[config.mk]
export PLATFORM = sky130hd
export DESIGN_NAME = smvp_lane
export DESIGN_NICKNAME = d
export VERILOG_FILES = /design/src/rtl/smvp_pkg.sv /design/src/rtl/smvp_lane.sv
export SDC_FILE = /design/constraint.sdc
export NUM_CORES = 2
export LEC_CHECK = 0
export BUFFER_PORTS_ARGS = -buffer_cell sky130_fd_sc_hd__buf_2
export CAP_MARGIN = 30
export CORE_MARGIN = 2
export CORE_UTILIZATION = 25
export CTS_CLUSTER_DIAMETER = 120
export DETAILED_ROUTE_END_ITERATION = 10
export SETUP_SLACK_MARGIN = 0.05
export SYNTH_ARGS = -nofsm -noshare
export SYNTH_HDL_FRONTEND = slang
export SYNTH_SLANG_ARGS = --single-unit
[constraint.sdc]
create_clock -name clock -period 10.1 [get_ports clock]
set_clock_uncertainty 0.2 [all_clocks]
set_input_delay 1.515 -clock clock [delete_from_list [all_inputs] [get_ports clock]]
set_output_delay 1.515 -clock clock [all_outputs]
set_load 0.01 [all_outputs]
[src/rtl/smvp_pkg.sv]
// Shared types and constants of the stereo mixer with master volume and peak meter.
// Used by every module in rtl; it depends on nothing else.
`default_nettype none

package smvp_pkg;

   localparam int FRACTION_BITS_DEF = 16;
   localparam int PEAK_STRIDE_DEF   = 32;
   localparam int HEADROOM_BITS_DEF = 4;

   localparam int SAMPLE_W  = 32;
   localparam int VOLUME_W  = 17;
   localparam int LEVEL_W   = 16;
   localparam int OUT_DEPTH = 8;

   typedef struct packed {
      logic valid;
      logic any_data;
      logic last_frame;
   } smvp_ctrl_type;

   typedef struct packed {
      logic                block_end;
      logic                frame_has_data;
      logic [LEVEL_W-1:0]  peak_right;
      logic [LEVEL_W-1:0]  peak_left;
      logic [SAMPLE_W-1:0] mix_right;
      logic [SAMPLE_W-1:0] mix_left;
   } smvp_result_type;

endpackage

`default_nettype wire

[src/rtl/smvp_lane.sv]
// One channel lane: source accumulator, master gain multiply, floor shift,
// saturation and peak level. Depends on smvp_pkg.
`default_nettype none

module smvp_lane import smvp_pkg::*; #(
   parameter int FRACTION_BITS = FRACTION_BITS_DEF,
   parameter int HEADROOM_BITS = HEADROOM_BITS_DEF
) (
   input  wire logic                       clock,
   input  wire logic                       reset,
   input  wire logic                       accept,
   input  wire logic                       has_data,
   input  wire logic                       last_source,
   input  wire logic signed [SAMPLE_W-1:0] sample,
   input  wire logic [FRACTION_BITS:0]     volume,
   output logic        [SAMPLE_W-1:0]      mix,
   output logic        [LEVEL_W-1:0]       level
);

   localparam int ACC_W  = SAMPLE_W + HEADROOM_BITS;
   localparam int VOL_W  = FRACTION_BITS + 1;
   localparam int PROD_W = ACC_W + VOL_W + 1;
   localparam int MAG_W  = SAMPLE_W + 1;

   logic signed [ACC_W-1:0]  acc_ff, acc_in, sum;
   logic signed [ACC_W-1:0]  s1_sum_ff, s1_sum_in;
   logic signed [PROD_W-1:0] prod_ff, prod_in, shifted;
   logic signed [VOL_W:0]    vol_s;
   logic [SAMPLE_W-1:0]      mix_ff, mix_in;
   logic [LEVEL_W-1:0]       level_ff, level_in;
   logic [PROD_W-SAMPLE_W:0] upper;
   logic [MAG_W-1:0]         mag, mag_sh;

   always_comb begin
      sum = acc_ff + (has_data ? {{HEADROOM_BITS{sample[SAMPLE_W-1]}}, sample} : ACC_W'(0));
      acc_in = acc_ff;
      s1_sum_in = s1_sum_ff;
      if (accept) begin
         acc_in = last_source ? ACC_W'(0) : sum;
         if (last_source) begin
            s1_sum_in = sum;
         end
      end

      vol_s = {1'b0, volume};
      prod_in = s1_sum_ff * vol_s;

      shifted = prod_ff >>> FRACTION_BITS;
      upper = shifted[PROD_W-1:SAMPLE_W-1];
      if (&upper || ~|upper) begin
         mix_in = shifted[SAMPLE_W-1:0];
      end else if (shifted[PROD_W-1]) begin
         mix_in = {1'b1, {(SAMPLE_W-1){1'b0}}};
      end else begin
         mix_in = {1'b0, {(SAMPLE_W-1){1'b1}}};
      end

      if (mix_in[SAMPLE_W-1]) begin
         mag = MAG_W'(0) - {1'b1, mix_in};
      end else begin
         mag = {1'b0, mix_in};
      end
      mag_sh = mag >> FRACTION_BITS;
      level_in = (|mag_sh[MAG_W-1:LEVEL_W]) ? {LEVEL_W{1'b1}} : mag_sh[LEVEL_W-1:0];
   end

   always_ff @(posedge clock) begin
      if (reset) begin
         acc_ff <= '0;
      end else begin
         acc_ff <= acc_in;
      end
   end

   always_ff @(posedge clock) begin
      s1_sum_ff <= s1_sum_in;
      prod_ff   <= prod_in;
      mix_ff    <= mix_in;
      level_ff  <= level_in;
   end

   assign mix   = mix_ff;
   assign level = level_ff;

endmodule

`default_nettype wire

# ---- Yosys cells after proc, flatten, opt, wreduce, memory -nomap -nowiden
# Index checks and enable logic that the tools add are counted.
# W data, S select, Z words.
dict set report op_classes {
  n_mul 1
  mux 5
  reduce_logical 5
  add_sub_neg 2
}
# cell count
set op_table {}
lappend op_table {{$mux W36} 2}
lappend op_table {{$mux W32} 2}
lappend op_table {{$mul A36 B18 Y54} 1}
lappend op_table {{$add A36 B36 Y36} 1}
lappend op_table {{$mux W33} 1}
lappend op_table {{$sub A1 B33 Y33 const A} 1}
lappend op_table {{$reduce_and A7 Y1} 1}
lappend op_table {{$reduce_or A7 Y1} 1}
lappend op_table {{$reduce_and A2 Y1} 1}
lappend op_table {{$logic_not A1 Y1} 1}
lappend op_table {{$logic_or A1 B1 Y1} 1}
dict set report word_totals {
  inputBits 54
  elab_cells 18
  ff_bits 174
  out_inout_bits 48
}

# ---- Logic depth before layout (Yosys ltp)
dict set report depth {
  ltp_word 6
  depth_mapped 25
  depth_no_buf 23
}

# ---- Least setup slack after synthesis
# OpenSTA, ideal clock, no wires.
dict set report synth_timing {
  kind {input port to flip-flop}
  startpoint {input volume[3]}
  endpoint {register prod_ff[53]}
  required_ns 9.779
  path_slack_ns 2.443
  path_stages 20
  n_path_buf 3
  arrival_ns 7.336
  cell_sequence {clkbuf_1 clkbuf_1 nand2_1 inv_1 fa_1 fa_1 fa_1 fa_1 fa_1 inv_1 fa_1 inv_1 ha_1 clkbuf_1 nand4_1 or3_1 or3_1 o221ai_1 a21oi_1 xnor2_1}
}
dict set report synth_via {
  elab_chain_len 1
}
# element line_no
set synth_rtl {}
lappend synth_rtl {{start, declared} smvp_lane.sv:15} ;# input wire logic [FRACTION_BITS:0] volume,
lappend synth_rtl {{$mul A36 B18 Y54} smvp_lane.sv:46} ;# prod_in = s1_sum_ff * vol_s;
lappend synth_rtl {{named net prod_in[53]} smvp_lane.sv:27} ;# logic signed [PROD_W-1:0] prod_ff, prod_in, shifted;
lappend synth_rtl {{end signal, assigned} smvp_lane.sv:77} ;# prod_ff <= prod_in;
lappend synth_rtl {{end, declared} smvp_lane.sv:27}
# The timed path passes the listed nets, and every way through them passes these cells.
# A chain may end at the register's enable or synchronous reset.

# ---- Worst setup path after layout
dict set report layout_timing {
  startpoint {input volume[4]}
  endpoint {register prod_ff[49]}
}
# Same word-level chain as after synthesis.

==> results.cfg <==
[yosys]
yosys-top-cells-area = fa_1, inv_1, dfxtp_1
async_flop_share = 0
synth_edf_count = 36
synth-compound-area-share = 0.0750
synth_area_mm2 = 0.0274
muxShareOfSynthArea = 0.000731
synthAdderAreaFrac = 0.496
synth_flop_cell = dfxtp_1
synth_top_family_by_area = adder cells
yosys.area_share.simple = 0.161
yosysWarnings = 0
yosys.area_share.xor_xnor = 0.0253
syn-num-nets = 3806
yosys.area.top_type = fa_1
synthCells = 3014
synth_top_area_frac = 0.424
postSynthAreaPerCell_um2 = 9.08
synth_cell_type_count = 65
ys_ff_latch = 158
yosysSeqAreaShare = 0.129

[grt]
grt_usage = 0.135
overflow = 0
grt_pass1_wl_um = 118000
first_global_vias = 21600
antenna_found_initial = 0
grt_start_max_net_pins = 40

[place]
dp_hpwl_um = 55700
port_buffers = 101
dpl_cell_area_mm2 = 0.0292
routabilityCongestion = 0.852

[sta]
worst_pin_slew_ns = 0.974
fin_crit_sh = 0.848
rsz0062_at_grt = no
fmax_mhz = 117
maxSlewViolCount = 0
setup_violations = 0
setup_tns_ns = 0
final-hold-violation-count = 0
fin_crit_ns = 8.57
max_slew_margin = 0.350

[critical_path]
worstSetupEndpointType = flip-flop
start_kind = input pin
ff2ff_path_depth = 19
critPathMaxFanout = 36
cp_data_arrival_time_ns = 8.79
crit_required_ns = 10.32
crit_type = input pin to flip-flop

[clock_tree]
cts_hold_buf = 0
cts_root_buf = clkbuf_16
clk_latency_ns = 0.49
clockBufferDepth = 2
cts.clk_slew.worst_paths_ns = 0.08
cts_setup_buffers = 0
cts_sinks = 158
cts_max_level = 4
ctsResizeCount = 0
cts_buffers = 17
cts_tree = yes

[floorplanning]
start_util = 0.252
io_pins = 102
num_rows = 121
core-area_mm2 = 0.109
die_x_um = 335
die_h_um = 335
dieArea_mm2 = 0.112

[cells_and_area]
final_common_cell = inv_1
layout-drive-gt1-share = 0.0530
layout_common_cells = inv_1, fa_1, nand2_1
synthToLayoutAreaGrowth_pct = 8.89
fin_nets = 3797
stdcell_area_mm2 = 0.0298
diodes = 0

[drt]
drc = 0
vias = 19900
ant_nets = 0
drt-initial-drc-count = 1205
drt-wirelength-per-cell_um = 16.2
routed_via_density = 4.48
routed_wl_um = 71800
firstDrtPassIters = 5

[flow_run]
maxCapViolCount = 0

[worst_hold_path]
hold_class = flip-flop to flip-flop
hold_path_depth = 1

[status]
status = finished clean
==> final cells by class <==
| cell class | count | area, um2 |
|---|---|---|
| clock buffer | 18 | 450 |
| fill | 11700 | 78900 |
| tap | 1414 | 1770 |
| clock inverter | 14 | 143 |
| sequential | 158 | 3520 |
| inverter | 680 | 2550 |
| timing repair buffer | 113 | 596 |
| multi-input combinational | 2035 | 20800 |
==> critical path, cell delays in order <==
cell      delay [ns]
buf_2           0.64
and2_1          0.25
fa_1            0.42
inv_1           0.09
fa_1            0.41
fa_1            0.52
inv_1           0.05
fa_1            0.49
fa_1            0.49
inv_1           0.05
fa_1            0.47
inv_1           0.05
ha_1            0.27
and3_1          0.16
a22o_1          0.21
a211oi_1        0.67
o21ai_0         0.38
a21oi_1         0.49
o2111a_1        0.44
o31ai_1         0.15
a221oi_1        0.37
xnor2_1         0.16
==> synthesized netlist by cell type (all sizes together) (3+ instances only) <==
library cell	n
buf	3
o211ai	4
o22ai	6
a31oi	13
nand4	16
clkbuf	138
o221ai	5
nand2	422
a31o	6
a211oi	8
o21bai	9
nor2b	29
nand2b	9
dfxtp	122
and4	5
o21ai	39
or2	3
o22a	3
a311oi	3
xnor2	54
xor2	25
a21oi	107
nand3	15
o31ai	4
inv	678
a221oi	5
or4	3
a22o	3
o21a	8
nor4	9
nor2	78
nor3	6
ha	158
fa	580
and2	275
or3	9
a21boi	3
nand3b	5
edfxtp	36
a22oi	4
a21o	66
and3	12
==> per-stage QoR <==
step,setup WS [ns],util,hold slack [ns],cells
after global placement,1.15,0.269,0.254,4400
after detailed placement,1.07,0.269,0.251,4400
final,1.53,0.274,0.277,4432
after global routing,1.28,0.274,0.283,4432
after floorplan,2.44,-,0.227,3014
after CTS,1.63,0.274,0.278,4432
==> kinds of logic after synthesis <==
| logic type | after synthesis |
|---|---|
| buffers and inverters | 821 |
| adders and majority gates | 738 |
| xor gates and xnor gates | 79 |
| and+or+nand+nor | 901 |
| DFF | 158 |
| muxes | 2 |
| AOI/OAI and AO/OA | 315 |
==> path summary, 6_finish.rpt <==
kind                                from                  end  slack [ns]
setup reg to reg  s1_sum_ff[9]$_DFFE_PP_  prod_ff[49]$_DFF_P_        2.18
hold / removal       prod_ff[20]$_DFF_P_       mix[4]$_DFF_P_        0.28
hold reg to reg      prod_ff[20]$_DFF_P_       mix[4]$_DFF_P_        0.28
setup / recovery               volume[4]  prod_ff[49]$_DFF_P_        1.53
==> flip-flops by register name (all words and copies together), names as in the netlist <==
name       flops
prod_ff       38
s1_sum_ff     36
level         16
acc_ff        36
mix           32
==> per-layer routing <==
layer / track usage / vias to the layer above / part of all wire
met5: 0 / - / 0
met4: 0.0437 / 0 / 0.026
met3: 0.0172 / 103 / 0.044
met2: 0.243 / 498 / 0.51
met1: 0.167 / 10200 / 0.42
li1: - / 9021 / -
Power is not shown: default switching activity piles up to over one toggle a cycle in this logic, so the estimate is an artifact.
