<file path="src/rtl/smvp_pkg.sv">
// Shared types and constants of the stereo mixer with master volume and peak meter.
// Used by every module in rtl; it depends on nothing else.
`default_nettype none

package smvp_pkg;

   localparam int FRACTION_BITS_DEF = 16;
   localparam int PEAK_STRIDE_DEF   = 32;
   localparam int HEADROOM_BITS_DEF = 4;

   localparam int SAMPLE_W  = 32;
   localparam int VOLUME_W  = 17;
   localparam int LEVEL_W   = 16;
   localparam int OUT_DEPTH = 8;

   typedef struct packed {
      logic valid;
      logic any_data;
      logic last_frame;
   } smvp_ctrl_type;

   typedef struct packed {
      logic                block_end;
      logic                frame_has_data;
      logic [LEVEL_W-1:0]  peak_right;
      logic [LEVEL_W-1:0]  peak_left;
      logic [SAMPLE_W-1:0] mix_right;
      logic [SAMPLE_W-1:0] mix_left;
   } smvp_result_type;

endpackage

`default_nettype wire

</file>
<file path="src/rtl/smvp_merge.sv">
// Merging stage: peak meter phase and max-hold, result assembly and output queue
// with credit count for the input side. Depends on smvp_pkg.
`default_nettype none

module smvp_merge import smvp_pkg::*; #(
   parameter int PEAK_STRIDE = PEAK_STRIDE_DEF
) (
   input  wire logic            clock,
   input  wire logic            reset,
   input  wire logic            issue,
   input  wire smvp_ctrl_type   ctrl,
   input  wire logic [SAMPLE_W-1:0] mix_left,
   input  wire logic [SAMPLE_W-1:0] mix_right,
   input  wire logic [LEVEL_W-1:0]  level_left,
   input  wire logic [LEVEL_W-1:0]  level_right,
   input  wire logic            rsp_ready,
   output logic                 credit_ok,
   output logic                 rsp_valid,
   output smvp_result_type      rsp_word
);

   localparam int PH_W  = (PEAK_STRIDE > 1) ? $clog2(PEAK_STRIDE) : 1;
   localparam int PTR_W = $clog2(OUT_DEPTH);
   localparam int CNT_W = $clog2(OUT_DEPTH + 1);
   localparam logic [PH_W-1:0]  PH_LAST = PH_W'(PEAK_STRIDE - 1);
   localparam logic [CNT_W-1:0] DEPTH_C = CNT_W'(OUT_DEPTH);

   logic [PH_W-1:0]    phase_ff, phase_in;
   logic [LEVEL_W-1:0] hold_l_ff, hold_l_in, hold_r_ff, hold_r_in, new_l, new_r;
   logic [PTR_W-1:0]   wr_ptr_ff, wr_ptr_in, rd_ptr_ff, rd_ptr_in;
   logic [CNT_W-1:0]   fill_ff, fill_in, pend_ff, pend_in;
   smvp_result_type    fifo_ff [OUT_DEPTH];
   smvp_result_type    word_in;
   logic               take, pop;

   always_comb begin
      take = (phase_ff == '0);
      new_l = (take && level_left > hold_l_ff) ? level_left : hold_l_ff;
      new_r = (take && level_right > hold_r_ff) ? level_right : hold_r_ff;

      word_in.block_end      = ctrl.last_frame;
      word_in.frame_has_data = ctrl.any_data;
      word_in.peak_left      = ctrl.last_frame ? new_l : '0;
      word_in.peak_right     = ctrl.last_frame ? new_r : '0;
      word_in.mix_left       = mix_left;
      word_in.mix_right      = mix_right;

      phase_in  = phase_ff;
      hold_l_in = hold_l_ff;
      hold_r_in = hold_r_ff;
      if (ctrl.valid) begin
         if (ctrl.last_frame) begin
            phase_in  = '0;
            hold_l_in = '0;
            hold_r_in = '0;
         end else begin
            phase_in  = (phase_ff == PH_LAST) ? PH_W'(0) : phase_ff + PH_W'(1);
            hold_l_in = new_l;
            hold_r_in = new_r;
         end
      end

      pop       = rsp_valid & rsp_ready;
      wr_ptr_in = ctrl.valid ? wr_ptr_ff + PTR_W'(1) : wr_ptr_ff;
      rd_ptr_in = pop ? rd_ptr_ff + PTR_W'(1) : rd_ptr_ff;
      fill_in   = fill_ff + CNT_W'(ctrl.valid) - CNT_W'(pop);
      pend_in   = pend_ff + CNT_W'(issue) - CNT_W'(pop);
   end

   always_ff @(posedge clock) begin
      if (reset) begin
         phase_ff  <= '0;
         hold_l_ff <= '0;
         hold_r_ff <= '0;
         wr_ptr_ff <= '0;
         rd_ptr_ff <= '0;
         fill_ff   <= '0;
         pend_ff   <= '0;
      end else begin
         phase_ff  <= phase_in;
         hold_l_ff <= hold_l_in;
         hold_r_ff <= hold_r_in;
         wr_ptr_ff <= wr_ptr_in;
         rd_ptr_ff <= rd_ptr_in;
         fill_ff   <= fill_in;
         pend_ff   <= pend_in;
      end
   end

   always_ff @(posedge clock) begin
      if (ctrl.valid) begin
         fifo_ff[wr_ptr_ff] <= word_in;
      end
   end

   assign credit_ok = (pend_ff < DEPTH_C);
   assign rsp_valid = (fill_ff != '0);
   assign rsp_word  = fifo_ff[rd_ptr_ff];

endmodule

`default_nettype wire

</file>
<file path="config.mk">
export PLATFORM = sky130hd
export DESIGN_NAME = smvp_merge
export DESIGN_NICKNAME = d
export VERILOG_FILES = /design/src/rtl/smvp_pkg.sv /design/src/rtl/smvp_merge.sv
export SDC_FILE = /design/constraint.sdc
export NUM_CORES = 1
export LEC_CHECK = 0
export BUFFER_PORTS_ARGS = -buffer_cell sky130_fd_sc_hd__buf_4
export CAP_MARGIN = 20
export CORE_AREA = 3 3 195 388
export DETAILED_ROUTE_END_ITERATION = 16
export DIE_AREA = 0 0 198 391
export HOLD_SLACK_MARGIN = 0.1
export MAX_ROUTING_LAYER = met4
export REMOVE_ABC_BUFFERS = 1
export SLEW_MARGIN = 30
export SYNTH_ARGS = -nofsm -noshare
export SYNTH_HDL_FRONTEND = slang
export SYNTH_SLANG_ARGS = --single-unit
</file>
<file path="constraint.sdc">
create_clock -name clock -period 11.9 [get_ports clock]
set_input_delay 1.785 -clock clock [delete_from_list [all_inputs] [get_ports clock]]
set_output_delay 1.785 -clock clock [all_outputs]
set_load 0.05 [all_outputs]
</file>
## Yosys cells after proc, flatten, opt, wreduce, memory -nomap -nowiden

Memories as Yosys holds them, arrays and structs flattened. A register that Yosys moved wholly into a read port is not among the register bits.
Index checks and enable logic that the tools add are counted.

- Register bits: 51
- Bits in latches: 0
- Memory bits (writable): 784
- ROM bits: 0
- Input port bits: 103
- Output and inout bits: 100
- Word-level logic and storage cells: 36
- Memories kept: 1

Memory list:

| name | depth | width | rd ports | clocked after memory_dff | wr ports | line | text |
|---|---|---|---|---|---|---|---|
| fifo_ff | 8 | 98 | 1 | 1 | 1 | smvp_merge.sv:32 | `smvp_result_type fifo_ff [OUT_DEPTH];` |

- $add $sub $neg: 7
- Multipliers: 0
- Div/mod/pow operators: 0
- Magnitude comparators: 3
- Equal/unequal tests: 1
- Shift-type cells: 0
- Muxes and demuxes: 12
- Bitwise operators: 1
- Reductions and logical operators: 4

Operator list:

| kind | number |
|---|---|
| 16-bit two-way mux | 6 |
| 16-bit greater-than comparator | 2 |
| 5-bit two-way mux | 2 |
| 4-bit by 1-bit adder with 4-bit output | 2 |
| 4-bit by 1-bit subtractor with 4-bit output | 2 |
| 3-bit by 1-bit adder with 3-bit output, second input constant | 2 |
| 3-bit two-way mux | 2 |
| 5-bit by 1-bit adder with 5-bit output, second input constant | 1 |
| 5-bit equality test, second input constant | 1 |
| 5-bit logical NOT | 1 |
| 4-bit less-than comparator, second input constant | 1 |
| 4-bit nonzero test | 1 |
| 1-bit logical AND | 2 |
| 1-bit two-way mux | 2 |
| 1-bit bitwise AND | 1 |

## Longest topological paths before layout

- Depth in word-level cells: 4
- Mapped depth: 12
- Depth with buffers taken out: 12

## Worst setup path before layout

No wires, ideal clock.

- Kind: input to register
- Start: in ctrl[2] (netlist name)
- End: mem fifo_ff[0][0] (netlist name), enable pin
- Library setup time: 0.675 ns
- Arrival time: 8.862 ns
- Required time: 11.225 ns
- Path slack: 2.363 ns
- Cell stages on the path: 3
- Buffers on the path: 1
- Cell sequence: clkbuf_1 nand2b_1 nor3_1

- Cells in the longest elaborated chain, start to end: 2

RTL lines:

| element | line | text |
|---|---|---|
| start, declared | smvp_merge.sv:11 | `input wire smvp_ctrl_type ctrl,` |
| 1-bit two-way mux | smvp_merge.sv:91 | `if (ctrl.valid) begin` |
| 1-bit two-way mux (not written as such) | smvp_merge.sv:92 | `fifo_ff[wr_ptr_ff] <= word_in;` |
| end, declared | smvp_merge.sv:32 |  |

Every way passes these cells.

==> results.sh <==
export IMPL_p_total_uw=7630
export IMPL_ff2ff_setup_slack_ps=8520
export IMPL_clock_root_buffer="clkbuf_16"
export IMPL_synth_top_area_share_pct=71.7
export IMPL_cts_buffers_inserted=74
export IMPL_hpwl_um=36600
export IMPL_yosysMostFrequentCell="edfxtp_1"
export IMPL_p_per_area_nw_per_um2=201
export IMPL_fin_crit_sh_pct=43.7
export IMPL_rows=140
export IMPL_synth_edff_count=784
export IMPL_r2r_start="hold_r_ff[13]"
export IMPL_relSlewSlack_pct=34.8
export IMPL_syn_area_um2=32800
export IMPL_cts_resized=0
export IMPL_die_w_um=198
export IMPL_cts_setup_buffers=0
export IMPL_dr_first_iter_drc_count=905
export IMPL_synth_area_leader_cell="edfxtp_1"
export IMPL_finalSetupViolations=0
export IMPL_worstSetupPathType="reg2out"
export IMPL_p_leak_uw=0.0124
export IMPL_min_period_ps=5190
export IMPL_ys_warn_count=0
export IMPL_grt_pass1_wl_um=102000
export IMPL_peakVddDrop_mv=0.189
export IMPL_slew_violations=0
export IMPL_cts_sinks=838
export IMPL_synth_seq_area_share_pct=75.0
export IMPL_worstPathMaxFanout=36
export IMPL_ys_ff_latch=838
export IMPL_fp_dieH_um=391
export IMPL_cts_buffer_depth=3
export IMPL_r2r_cells=8
export IMPL_drtPass1Iterations=4
export IMPL_top_level_ports=203
export IMPL_wl_um=67300
export IMPL_arrival_ps=3410
export IMPL_areaGrowthSynthToFinish_pct=15.8
export IMPL_routed_via_density=5.55
export IMPL_nets=1949
export IMPL_cts_clk_slew_worst_paths_ps=60
export IMPL_ant_nets=0
export IMPL_hold_depth=2
export IMPL_worstHoldStart="rd_ptr_ff[1]"
export IMPL_drive_above_1_share_pct=35.0
export IMPL_wl_per_cell_um=24.2
export IMPL_max_freq_ghz=0.193
export IMPL_max_cap_violations=0
export IMPL_post_synth_cell_area_avg_um2=21.0
export IMPL_worst_setup_path_start_kind="register"
export IMPL_grt_pass1_vias=16900
export IMPL_start_util_pct=45.0
export IMPL_synth_async_reset_ratio_pct=0
export IMPL_grt_start_max_net_pins=152
export IMPL_coreArea_um2=72900
export IMPL_worstSkewPairLatency_ps=620
export IMPL_cts_hold_buf=0
export IMPL_gp_congestion=0.743
export IMPL_postSynthCellCount=1565
export IMPL_cts_tree="built"
export IMPL_rsz0062_at_grt="false"
export IMPL_synthDistinctLibCells=49
export IMPL_port_buffers=202
export IMPL_status="completed"
export IMPL_synth_common_cells="edfxtp_1, mux4_2, mux2_2, nand2_1, dfxtp_1"
export IMPL_worst_slew_pin_slew_ps=967
export IMPL_dieArea_um2=77400
export IMPL_skew_ps=16.8
export IMPL_drc_errors=0
export IMPL_grt_total_usage_pct=18.2
export IMPL_synth_area_leaders="edfxtp_1, mux4_2, mux2_2"
export IMPL_worstReg2RegEnd="fifo_ff[5][85]"
export IMPL_vias=15400
export IMPL_overflow=0
export IMPL_antenna_found_initial=3
export IMPL_hold_viol_final=0
export IMPL_ys_flop_type="edfxtp_1"
export IMPL_end_kind="output port"
export IMPL_htree_levels=3
export IMPL_setup_tns_ps=0
export IMPL_worst_ep_required_time_ps=10120
export IMPL_min_path_type="reg2reg"
[kinds of logic (layout without fill, tap and decap cells)]
family	count (synthesis)	after routing	synth area share, %
multiplexers	311	311	17.3
AO/OA/AOI/OAI	94	94	2.07
other	0	3	0
AND/OR/NAND/NOR	139	139	1.89
buffers and inverters	126	415	1.55
adder cells (fa/ha/maj)	48	48	1.88
XOR/XNOR	9	9	0.240
flip-flops	838	838	75.0
[state kept, by name, indices dropped and copies added, names as in the netlist, named ones only]
signal,count
phase_ff,5
fill_ff,4
hold_l_ff,16
fifo_ff,784
hold_r_ff,16
rd_ptr_ff,3
pend_ff,4
wr_ptr_ff,3
[where the power goes]
group | switching [uW] | total, uW | internal, uW
registers | 64.1 | 3390 | 3330
logic | 1100 | 1910 | 811
clock network | 1020 | 2330 | 1310
[area by class of cell]
type	instances	area (um2)
fill	5791	34900
sequential	838	24600
multi-input combinational	601	7760
clock buffer	90	1960
timing repair buffer	230	1880
tap	923	1150
clock inverter	42	384
inverter	53	199
antenna	3	7.51
[per-layer routing]
metal / track usage, % / vias to the layer above / wire length [um]
li1: - / 6863 / -
met1: 23.3 / 8080 / 28300
met2: 30.1 / 397 / 34200
met3: 3.17 / 94 / 3410
met4: 5.49 / 0 / 1450
met5: - / - / 0
[worst max-delay path: stages, from the launching register on]
cell and delay (ps):
dfxtp_4 670, buf_12 360, buf_4 370, buf_16 280, mux4_2 540, mux2_2 310, buf_4 200
[through the flow]
step                hold WS, ps  worst slack [ps]  instances  util, %  cell area, um2
finish                      491              6710       2780     52.1           38000
global route                518              6420       2780     52.1           38000
CTS                         491              5820       2774     52.0           37900
detailed placement          481              6520       2642     48.8           35500
global placement            465              6160       2639     48.6           35400
floorplan                   447              1030       1492        -           32500
[cell usage in the layout (no fill, tap or decap), types with 6 or more instances in the layout]
master,netlist,layout
a21oi_1,21,21
a22o_1,32,32
buf_4,1,217
bufinv_16,0,6
clkbuf_1,46,13
clkbuf_16,0,76
clkinv_1,0,14
clkinv_2,0,10
clkinvlp_4,0,6
dfxtp_1,54,51
edfxtp_1,784,784
ha_1,46,46
inv_1,53,53
mux2_2,98,98
mux2i_1,17,17
mux4_2,196,196
nand2_1,65,65
nand3_1,21,21
nor2_1,26,20
nor2_4,0,6
o21ai_0,19,13
o21ai_1,1,7
xor2_1,6,6
[worst max-delay path by stage]
stage	startpoint	to	slack, ps	cells after the start
after detailed placement	register	rsp_word[67]	6520	5
after CTS	register	rsp_word[67]	5820	5
after floorplan	register	rsp_word[0]	1030	2
after global placement	register	rsp_word[10]	6160	5
after global routing	register	rsp_word[10]	6420	6
final	register	rsp_word[67]	6710	6
Note: power is estimated with default switching activity, not from simulation.
